## config.mk

```make
export PLATFORM = sky130hd
export DESIGN_NAME = priority_task_scheduler_with_delays
export DESIGN_NICKNAME = d
export VERILOG_FILES = /design/src/rtl/pts_pkg.sv /design/src/rtl/pts_ctrl.sv /design/src/rtl/pts_datapath.sv /design/src/rtl/priority_task_scheduler_with_delays.sv
export SDC_FILE = /design/constraint.sdc
export NUM_CORES = 1
export LEC_CHECK = 0
export ABC_AREA = 1
export BUFFER_PORTS_ARGS = -buffer_cell sky130_fd_sc_hd__buf_2
export CORE_MARGIN = 3
export CORE_UTILIZATION = 28
export DETAILED_ROUTE_END_ITERATION = 12
export MAX_ROUTING_LAYER = met4
export SKIP_CTS_REPAIR_TIMING = 1
export SYNTH_ARGS = -nofsm -noshare
export SYNTH_HDL_FRONTEND = slang
export SYNTH_SLANG_ARGS = --single-unit
```

## constraint.sdc

```tcl
create_clock -name clk_i -period 9.9 [get_ports clk_i]
set_clock_uncertainty 0.1 [all_clocks]
set_input_delay 0.99 -clock clk_i [delete_from_list [all_inputs] [get_ports clk_i]]
set_output_delay 0.99 -clock clk_i [all_outputs]
set_load 0.01 [all_outputs]
```

## src/rtl/pts_pkg.sv

```systemverilog
// Shared types and constants of the priority task scheduler.
// Used by the controller, the datapath and the top level; no dependencies.
package pts_pkg;

  localparam int unsigned TASK_SLOTS_DEF = 8;
  localparam logic [7:0] IDLE_PRIO_RESET = 8'd100;

  typedef enum logic [2:0] {
    KIND_NEW   = 3'd0,
    KIND_DELAY = 3'd1,
    KIND_TICK  = 3'd2,
    KIND_RUN   = 3'd3,
    KIND_ENTER = 3'd4,
    KIND_EXIT  = 3'd5
  } kind_e;

  typedef enum logic [2:0] {
    S_IDLE,
    S_DECODE,
    S_WALK1,
    S_APPLY,
    S_WALK2,
    S_SCHED,
    S_DONE
  } state_e;

  typedef struct packed {
    logic capture;
    logic walk_start;
    logic walk_tick;
    logic apply;
    logic sched;
    logic nest_inc;
    logic nest_dec;
    logic tick_inc;
    logic set_err;
    logic load_out;
  } cmd_t;

  typedef struct packed {
    kind_e kind;
    logic  dly_zero;
    logic  nest_zero;
    logic  nest_one;
    logic  walk_done;
    logic  free_found;
    logic  best_idle;
    logic  out_free;
  } stat_t;

endpackage

```

## src/rtl/pts_ctrl.sv

```systemverilog
// Control state machine of the priority task scheduler.
// Depends on pts_pkg; drives the datapath through pts_pkg::cmd_t.
module pts_ctrl (
  input  logic           clk_i,
  input  logic           rst_ni,
  input  logic           in_valid_i,
  output logic           in_ready_o,
  input  pts_pkg::stat_t stat_i,
  output pts_pkg::cmd_t  cmd_o
);

  pts_pkg::state_e state_q, state_d;

  always_ff @(posedge clk_i or negedge rst_ni) begin
    if (!rst_ni) begin
      state_q <= pts_pkg::S_IDLE;
    end else begin
      state_q <= state_d;
    end
  end

  always_comb begin
    state_d = state_q;
    unique case (state_q)
      pts_pkg::S_IDLE: begin
        if (in_valid_i) state_d = pts_pkg::S_DECODE;
      end
      pts_pkg::S_DECODE: begin
        unique case (stat_i.kind)
          pts_pkg::KIND_NEW, pts_pkg::KIND_TICK: state_d = pts_pkg::S_WALK1;
          pts_pkg::KIND_DELAY: begin
            state_d = stat_i.dly_zero ? pts_pkg::S_DONE : pts_pkg::S_WALK1;
          end
          pts_pkg::KIND_RUN: state_d = pts_pkg::S_WALK2;
          pts_pkg::KIND_EXIT: begin
            if (!stat_i.nest_zero && stat_i.nest_one) begin
              state_d = pts_pkg::S_WALK2;
            end else begin
              state_d = pts_pkg::S_DONE;
            end
          end
          default: state_d = pts_pkg::S_DONE;
        endcase
      end
      pts_pkg::S_WALK1: begin
        if (stat_i.walk_done) begin
          if (stat_i.kind == pts_pkg::KIND_TICK) begin
            state_d = pts_pkg::S_DONE;
          end else if ((stat_i.kind == pts_pkg::KIND_NEW && !stat_i.free_found) ||
                       (stat_i.kind == pts_pkg::KIND_DELAY && stat_i.best_idle)) begin
            state_d = pts_pkg::S_DONE;
          end else begin
            state_d = pts_pkg::S_APPLY;
          end
        end
      end
      pts_pkg::S_APPLY: state_d = pts_pkg::S_WALK2;
      pts_pkg::S_WALK2: begin
        if (stat_i.walk_done) state_d = pts_pkg::S_SCHED;
      end
      pts_pkg::S_SCHED: state_d = pts_pkg::S_DONE;
      pts_pkg::S_DONE: begin
        if (stat_i.out_free) state_d = pts_pkg::S_IDLE;
      end
      default: state_d = pts_pkg::S_IDLE;
    endcase
  end

  always_comb begin
    cmd_o      = '0;
    in_ready_o = 1'b0;
    unique case (state_q)
      pts_pkg::S_IDLE: begin
        in_ready_o    = 1'b1;
        cmd_o.capture = in_valid_i;
      end
      pts_pkg::S_DECODE: begin
        unique case (stat_i.kind)
          pts_pkg::KIND_NEW, pts_pkg::KIND_RUN: cmd_o.walk_start = 1'b1;
          pts_pkg::KIND_DELAY: cmd_o.walk_start = !stat_i.dly_zero;
          pts_pkg::KIND_TICK: begin
            cmd_o.walk_start = 1'b1;
            cmd_o.walk_tick  = 1'b1;
            cmd_o.tick_inc   = 1'b1;
          end
          pts_pkg::KIND_ENTER: cmd_o.nest_inc = 1'b1;
          pts_pkg::KIND_EXIT: begin
            if (stat_i.nest_zero) begin
              cmd_o.set_err = 1'b1;
            end else begin
              cmd_o.nest_dec   = 1'b1;
              cmd_o.walk_start = stat_i.nest_one;
            end
          end
          default: cmd_o = '0;
        endcase
      end
      pts_pkg::S_WALK1: begin
        if (stat_i.walk_done &&
            ((stat_i.kind == pts_pkg::KIND_NEW && !stat_i.free_found) ||
             (stat_i.kind == pts_pkg::KIND_DELAY && stat_i.best_idle))) begin
          cmd_o.set_err = 1'b1;
        end
      end
      pts_pkg::S_APPLY: begin
        cmd_o.apply      = 1'b1;
        cmd_o.walk_start = 1'b1;
      end
      pts_pkg::S_WALK2: cmd_o = '0;
      pts_pkg::S_SCHED: cmd_o.sched = 1'b1;
      pts_pkg::S_DONE: cmd_o.load_out = stat_i.out_free;
      default: cmd_o = '0;
    endcase
  end

endmodule

```

## src/rtl/pts_datapath.sv

```systemverilog
// Datapath of the priority task scheduler: slot table, slot walker, counters
// and output register. Depends on pts_pkg; controlled through pts_pkg::cmd_t.
module pts_datapath #(
  parameter int unsigned TASK_SLOTS = pts_pkg::TASK_SLOTS_DEF
) (
  input  logic           clk_i,
  input  logic           rst_ni,
  input  pts_pkg::cmd_t  cmd_i,
  output pts_pkg::stat_t stat_o,
  input  logic [2:0]     in_kind_i,
  input  logic [7:0]     in_prio_i,
  input  logic [15:0]    in_delay_i,
  input  logic           cfg_valid_i,
  input  logic [7:0]     cfg_data_i,
  output logic           out_valid_o,
  input  logic           out_ready_i,
  output logic [71:0]    out_data_o
);

  localparam int unsigned SLOT_W = (TASK_SLOTS > 1) ? $clog2(TASK_SLOTS) : 1;
  localparam logic [SLOT_W-1:0] LAST_SLOT = SLOT_W'(TASK_SLOTS - 1);

  pts_pkg::kind_e    kind_q;
  logic [7:0]        prio_q;
  logic [15:0]       dly_q;
  logic [7:0]        idle_prio_q;

  logic [TASK_SLOTS-1:0] used_q, ready_q;
  logic [7:0]            prio_mem [TASK_SLOTS];
  logic [15:0]           dly_mem  [TASK_SLOTS];
  logic [7:0]            prio_rd_q;
  logic [15:0]           dly_rd_q;

  logic              issue_q, tick_mode_q, rd_valid_q, done_q;
  logic [SLOT_W-1:0] cnt_q, rd_slot_q;
  logic [SLOT_W-1:0] best_q, free_q, running_q;
  logic [7:0]        best_prio_q;
  logic              free_found_q;

  logic              started_q;
  logic [7:0]        nest_q;
  logic [31:0]       switches_q, ticks_q;
  logic              sw_q, err_q;

  logic              out_valid_q;
  logic [71:0]       out_data_q;

  logic              cand, tick_wr, prio_we, dly_we;
  logic [15:0]       dly_dec, dly_wdata;
  logic [SLOT_W-1:0] dly_waddr;
  logic [SLOT_W+2:0] run_ext;

  assign cand    = used_q[rd_slot_q] && ready_q[rd_slot_q];
  assign tick_wr = rd_valid_q && tick_mode_q && used_q[rd_slot_q] && !ready_q[rd_slot_q];
  assign dly_dec = dly_rd_q - 16'd1;

  always_comb begin
    prio_we   = cmd_i.apply && (kind_q == pts_pkg::KIND_NEW);
    dly_we    = 1'b0;
    dly_waddr = rd_slot_q;
    dly_wdata = dly_dec;
    if (cmd_i.apply) begin
      dly_we = 1'b1;
      if (kind_q == pts_pkg::KIND_NEW) begin
        dly_waddr = free_q;
        dly_wdata = '0;
      end else begin
        dly_waddr = best_q;
        dly_wdata = dly_q;
      end
    end else if (tick_wr) begin
      dly_we = 1'b1;
    end
  end

  always_ff @(posedge clk_i) begin
    if (prio_we) prio_mem[free_q] <= prio_q;
    if (dly_we) dly_mem[dly_waddr] <= dly_wdata;
    prio_rd_q <= prio_mem[cnt_q];
    dly_rd_q  <= dly_mem[cnt_q];
  end

  always_ff @(posedge clk_i) begin
    if (cmd_i.capture) begin
      kind_q <= pts_pkg::kind_e'(in_kind_i);
      prio_q <= in_prio_i;
      dly_q  <= in_delay_i;
    end
  end

  always_ff @(posedge clk_i or negedge rst_ni) begin
    if (!rst_ni) begin
      idle_prio_q <= pts_pkg::IDLE_PRIO_RESET;
    end else if (cfg_valid_i) begin
      idle_prio_q <= cfg_data_i;
    end
  end

  always_ff @(posedge clk_i or negedge rst_ni) begin
    if (!rst_ni) begin
      issue_q     <= 1'b0;
      tick_mode_q <= 1'b0;
      cnt_q       <= '0;
      rd_valid_q  <= 1'b0;
      rd_slot_q   <= '0;
      done_q      <= 1'b0;
    end else begin
      done_q     <= rd_valid_q && (rd_slot_q == LAST_SLOT);
      rd_valid_q <= issue_q;
      rd_slot_q  <= cnt_q;
      if (cmd_i.walk_start) begin
        issue_q     <= 1'b1;
        tick_mode_q <= cmd_i.walk_tick;
        cnt_q       <= SLOT_W'(1);
      end else if (issue_q) begin
        if (cnt_q == LAST_SLOT) begin
          issue_q <= 1'b0;
        end else begin
          cnt_q <= cnt_q + SLOT_W'(1);
        end
      end
    end
  end

  always_ff @(posedge clk_i) begin
    if (cmd_i.walk_start) begin
      best_q       <= '0;
      best_prio_q  <= idle_prio_q;
      free_q       <= '0;
      free_found_q <= 1'b0;
    end else if (rd_valid_q) begin
      if (cand && (prio_rd_q < best_prio_q)) begin
        best_q      <= rd_slot_q;
        best_prio_q <= prio_rd_q;
      end
      if (!used_q[rd_slot_q] && !free_found_q) begin
        free_q       <= rd_slot_q;
        free_found_q <= 1'b1;
      end
    end
  end

  always_ff @(posedge clk_i or negedge rst_ni) begin
    if (!rst_ni) begin
      used_q  <= TASK_SLOTS'(1);
      ready_q <= TASK_SLOTS'(1);
    end else if (cmd_i.apply) begin
      if (kind_q == pts_pkg::KIND_NEW) begin
        used_q[free_q]  <= 1'b1;
        ready_q[free_q] <= 1'b1;
      end else begin
        ready_q[best_q] <= 1'b0;
      end
    end else if (tick_wr && (dly_dec == 16'd0)) begin
      ready_q[rd_slot_q] <= 1'b1;
    end
  end

  always_ff @(posedge clk_i or negedge rst_ni) begin
    if (!rst_ni) begin
      started_q  <= 1'b0;
      running_q  <= '0;
      switches_q <= '0;
      ticks_q    <= '0;
      nest_q     <= '0;
      sw_q       <= 1'b0;
      err_q      <= 1'b0;
    end else begin
      if (cmd_i.capture) begin
        sw_q  <= 1'b0;
        err_q <= 1'b0;
      end
      if (cmd_i.set_err) err_q <= 1'b1;
      if (cmd_i.tick_inc) ticks_q <= ticks_q + 32'd1;
      if (cmd_i.nest_inc && (nest_q != 8'hFF)) nest_q <= nest_q + 8'd1;
      if (cmd_i.nest_dec) nest_q <= nest_q - 8'd1;
      if (cmd_i.sched) begin
        if ((kind_q == pts_pkg::KIND_RUN) && !started_q) begin
          started_q  <= 1'b1;
          running_q  <= best_q;
          switches_q <= switches_q + 32'd1;
          sw_q       <= 1'b1;
        end else if (started_q && (best_q != running_q)) begin
          running_q  <= best_q;
          switches_q <= switches_q + 32'd1;
          sw_q       <= 1'b1;
        end
      end
    end
  end

  assign run_ext = {3'b000, running_q};

  always_ff @(posedge clk_i or negedge rst_ni) begin
    if (!rst_ni) begin
      out_valid_q <= 1'b0;
    end else if (cmd_i.load_out) begin
      out_valid_q <= 1'b1;
    end else if (out_ready_i) begin
      out_valid_q <= 1'b0;
    end
  end

  always_ff @(posedge clk_i) begin
    if (cmd_i.load_out) begin
      out_data_q <= {3'b000, err_q, ticks_q, switches_q, run_ext[2:0], sw_q};
    end
  end

  assign out_valid_o = out_valid_q;
  assign out_data_o  = out_data_q;

  assign stat_o.kind       = kind_q;
  assign stat_o.dly_zero   = (dly_q == 16'd0);
  assign stat_o.nest_zero  = (nest_q == 8'd0);
  assign stat_o.nest_one   = (nest_q == 8'd1);
  assign stat_o.walk_done  = done_q;
  assign stat_o.free_found = free_found_q;
  assign stat_o.best_idle  = (best_q == '0);
  assign stat_o.out_free   = !out_valid_q || out_ready_i;

`ifndef SYNTHESIS
  a_load_free: assert property (@(posedge clk_i) disable iff (!rst_ni)
    cmd_i.load_out |-> (!out_valid_q || out_ready_i))
    else $error("result loaded over an untaken result");

  a_idle_slot: assert property (@(posedge clk_i) disable iff (!rst_ni)
    used_q[0] && ready_q[0])
    else $error("idle slot lost its used or ready mark");

  a_apply_quiet: assert property (@(posedge clk_i) disable iff (!rst_ni)
    cmd_i.apply |-> (!issue_q && !rd_valid_q))
    else $error("slot table updated during a walk");

  a_switch_src: assert property (@(posedge clk_i) disable iff (!rst_ni)
    !$stable(switches_q) |-> $past(cmd_i.sched))
    else $error("switch count moved outside scheduling");
`endif

endmodule

```

## src/rtl/priority_task_scheduler_with_delays.sv

```systemverilog
// Top level of the priority task scheduler with tick delays.
// Depends on pts_pkg, pts_ctrl and pts_datapath.
//
// Each request on the input stream is one kernel event (new task, delay,
// tick, run, ISR enter, ISR exit), and each produces exactly one result on
// the output stream. Task state lives in a table of TASK_SLOTS slots; the
// priority and delay fields sit in memories that a walker reads one slot per
// cycle. Enter, an exit that stays inside a nested ISR, an ISR underflow, a
// zero delay and the unused kinds do not walk the table; a tick, and a new
// task or a delay that is refused after its first walk, walk it once; a run
// and an exit of the outermost ISR walk it once and then schedule; a new
// task and a delay that are carried out walk twice (find, then schedule).
// A stalled result holds the next request back only at its last step, the
// loading of its result. The idle priority register may be written only
// while no event is in progress and takes effect at once.
module priority_task_scheduler_with_delays #(
  parameter int unsigned TASK_SLOTS = pts_pkg::TASK_SLOTS_DEF
) (
  input  logic        clk_i,
  input  logic        rst_ni,
  input  logic        s_axis_tvalid_i,
  output logic        s_axis_tready_o,
  // tdata: task_priority [7:0], delay_ticks [23:8]
  input  logic [23:0] s_axis_tdata_i,
  // tuser: kind [2:0]
  input  logic [2:0]  s_axis_tuser_i,
  output logic        m_axis_tvalid_o,
  input  logic        m_axis_tready_i,
  // tdata: switched [0], running_slot [3:1], switch_count [35:4],
  // tick_count [67:36], error [68], zero fill [71:69]
  output logic [71:0] m_axis_tdata_o,
  input  logic        cfg_valid_i,
  output logic        cfg_ready_o,
  input  logic [7:0]  cfg_data_i
);

  pts_pkg::cmd_t  cmd;
  pts_pkg::stat_t stat;

  assign cfg_ready_o = 1'b1;

  pts_ctrl u_ctrl (
    .clk_i      (clk_i),
    .rst_ni     (rst_ni),
    .in_valid_i (s_axis_tvalid_i),
    .in_ready_o (s_axis_tready_o),
    .stat_i     (stat),
    .cmd_o      (cmd)
  );

  pts_datapath #(
    .TASK_SLOTS (TASK_SLOTS)
  ) u_datapath (
    .clk_i       (clk_i),
    .rst_ni      (rst_ni),
    .cmd_i       (cmd),
    .stat_o      (stat),
    .in_kind_i   (s_axis_tuser_i),
    .in_prio_i   (s_axis_tdata_i[7:0]),
    .in_delay_i  (s_axis_tdata_i[23:8]),
    .cfg_valid_i (cfg_valid_i),
    .cfg_data_i  (cfg_data_i),
    .out_valid_o (m_axis_tvalid_o),
    .out_ready_i (m_axis_tready_i),
    .out_data_o  (m_axis_tdata_o)
  );

endmodule
```

==> flow_summary.toml <==
[sta]
rsz0062_at_grt = "false"
finalCriticalPeriod_ns = 3.86
fin_tns_setup_ns = 0
finalMaxSlewViolations = 0
hold_viol = 0
max_slew_margin = 0.0858
max_freq_mhz = 259
finalSetupViolations = 0
min_period_over_period = 0.390
worstMarginPinSlew_ns = 1.36

[power_and_ir_drop]
power.leakage_nw = 8.51
peakVddDrop_uv = 152
p_per_area_nw_per_um2 = 271

[status]
status = "finished, final reports clean"

[logic_synthesis]
yosysMostFrequentCell = "nor2_1"
avgSynthCellArea_sq_um = 10.7
syn_area_sq_um = 18900
synthMuxAreaShare = 0
ys_top_cells_by_area = "edfxtp_1 47%, dfrtp_1 15%, nor2_1 5.9%, nand2_1 5.6%, o21ai_0 4.1%"
ys_warn_count = 0
synthAdderAreaFrac = 0.0106
synth_xor_area_frac = 0.0315
yosysUniqueCellTypes = 49
synth-main-ff-cell = "edfxtp_1"
yosysTopAreaCellShare = 0.471
ys_ff_latch = 443
synth-simple-area-share = 0.183
netlist_instances = 1762
synth_top_family_by_area = "simple AND/OR/NAND/NOR gates"
synth_edf_count = 296
ys_seq_area_frac = 0.658
ys_top_cells_by_count = "297 x nor2_1, 296 x edfxtp_1, 280 x nand2_1"
synth_area_leader_cell = "edfxtp_1"
async_flop_share = 0.262
synth-compound-area-share = 0.0738

[global_route]
grt_max_degree = 70
met3_usage = 0.0209
antenna_found_initial = 0
grt_usage = 0.126
grt_remaining_overflow = 0
grt_pass1_vias = 12600
grt_pass1_wl_um = 69300
grtUsageMet2 = 0.205
grt_use_met1 = 0.163
top_usage_layer = "met2"

[cts]
htreeDepth = 2
cts_tree = "built"
cts_buffer_depth = 3
clockRootBuffer = "clkbuf_16"
clk_latency_ns = 0.58
path_clk_slew_ns = 0.07
cts_sinks = 443
cts_made_buffers = 46

[final_layout]
num-fill-cells = 6578
ff_latch_area_sq_um = 12400
synthToLayoutAreaGrowth_pct = 16.1
diodes = 0
nets = 1937
drive_gt1_frac = 0.142
instances_no_fill = 2783
multi_input_area_sq_um = 5690

[route]
vias = 13000
drtPass1Iterations = 5
drc = 0
avgViaCountPerCell = 4.66
drt-initial-drc-count = 1094
post_drt_wl_per_cell_um = 15.7
antenna_left = 0
drt_wl_total_um = 43800

[floorplanning]
dieHeight_um = 266
start_util = 0.285
chipWidth_um = 266
die_area_sq_um = 70600
io_pins = 115
core_area_sq_um = 66200
row_count = 94

[hold_path]
hold_depth = 0
holdPathEnd = "u_datapath.rd_valid_q"
min_from = "u_datapath.issue_q"
hp-class = "reg -> reg"

[place]
io_buffer_count = 110
finalWeightedCongestion = 0.867
place_inst = 2697
dp_hpwl_um = 29700

[critical_path]
r2r_setup_slack_ns = 6.04
crit_required_ns = 9.98
r2r_end = "u_datapath.dly_mem[3][12]"
critPathArrivalTime_ns = 3.93
endpoint_kind = "register"
path_class = "reg -> reg"
reg2reg_depth = 9
crit_fanout = 40
startpoint_type = "register"
r2r-start = "u_ctrl.state_q[2]"
critPathLaunch = "u_ctrl.state_q[2]"

[job]
maxCapViolCount = 0
[power breakdown]
| group | internal (mW) | switching (mW) | total (mW) |
|---|---|---|---|
| combinational | 0.466 | 1.11 | 1.58 |
| clock | 0.996 | 0.730 | 1.73 |
| sequential | 2.42 | 0.209 | 2.62 |
[worst max-delay path, cell delays in order, from the launching register on]
cell	delay (ns)
dfrtp_1	0.48
nor2_2	0.17
inv_2	0.06
nor2_4	0.45
inv_2	0.45
a21oi_1	0.22
o21ai_1	0.10
o21ai_2	0.16
inv_1	0.17
nor3_2	1.08
[per-stage QoR]
stage          utilization  hold WS [ns]  total power [mW]  setup WS, ns  cell area (sq um)
2_1_floorplan            -         0.275              3.72          5.39              18900
3_3_place_gp         0.308         0.314              4.21          6.30              20400
3_5_place_dp         0.308         0.330              4.25          6.10              20400
4_1_cts              0.331         0.346              6.00          6.05              21900
5_1_grt              0.331         0.365              6.31          5.81              21900
6_report             0.331         0.346              5.93          6.04              21900
[cells in the final DEF, fill, tap and decap left out, types with 29 or more instances in the layout]
master and instances:
nand3_1 76, o21ai_0 156, nand4_1 29, dfxtp_1 31
nand2_1 280, clkbuf_16 47, dfrtp_1 110, xor2_1 41
nor2_1 295, inv_1 128, buf_2 109, edfxtp_1 296
a31oi_1 30
[state kept, by name, indices dropped and copies added (netlist names), 8 cells and up]
signal	count
u_datapath.idle_prio_q	8
u_datapath.switches_q	32
u_datapath.prio_rd_q	8
u_datapath.nest_q	8
u_datapath.ready_q	8
u_datapath.dly_q	16
u_datapath.prio_q	8
u_datapath.out_data_o	69
u_datapath.ticks_q	32
u_datapath.used_q	8
u_datapath.prio_mem	64
u_datapath.dly_rd_q	16
u_datapath.best_prio_q	8
u_datapath.dly_mem	128
[routing by layer]
layer  up-vias  wire length [um]  part of all wire
met5         -                 0                 0
met4         0               854             0.020
met3        64              2300             0.052
met2       378             21100              0.48
met1      6280             19500              0.45
li1       6245                 -                 -
[cell type report]
type                            instances  share of cell area
Clock buffer                           63              0.0587
Clock inverter                         23              0.0104
Inverter                              141              0.0241
Multi-Input combinational cell       1121               0.259
Sequential cell                       443               0.567
Tap cell                              864              0.0493
Timing Repair Buffer                  128              0.0314
[cell families after synthesis]
logic type / count (synthesis)
flip-flops: 443
other: 2
buffers and inverters: 200
AND/OR/NAND/NOR: 779
adder cells (fa/ha/maj): 16
AO/OA/AOI/OAI: 254
XOR/XNOR: 68
[how the worst max path moves through the flow]
stage,slack (ns),endpoint,depth (start not counted)
final,6.04,u_datapath.dly_mem[3][12],9
after global placement,6.30,u_datapath.dly_mem[3][1],9
after detailed placement,6.10,u_datapath.dly_mem[3][9],9
after floorplan,5.39,u_datapath.out_data_o[0],2
after CTS,6.05,u_datapath.dly_mem[3][11],9
after global routing,5.81,u_datapath.dly_mem[3][12],9
Power figures use the tool's default switching activity.
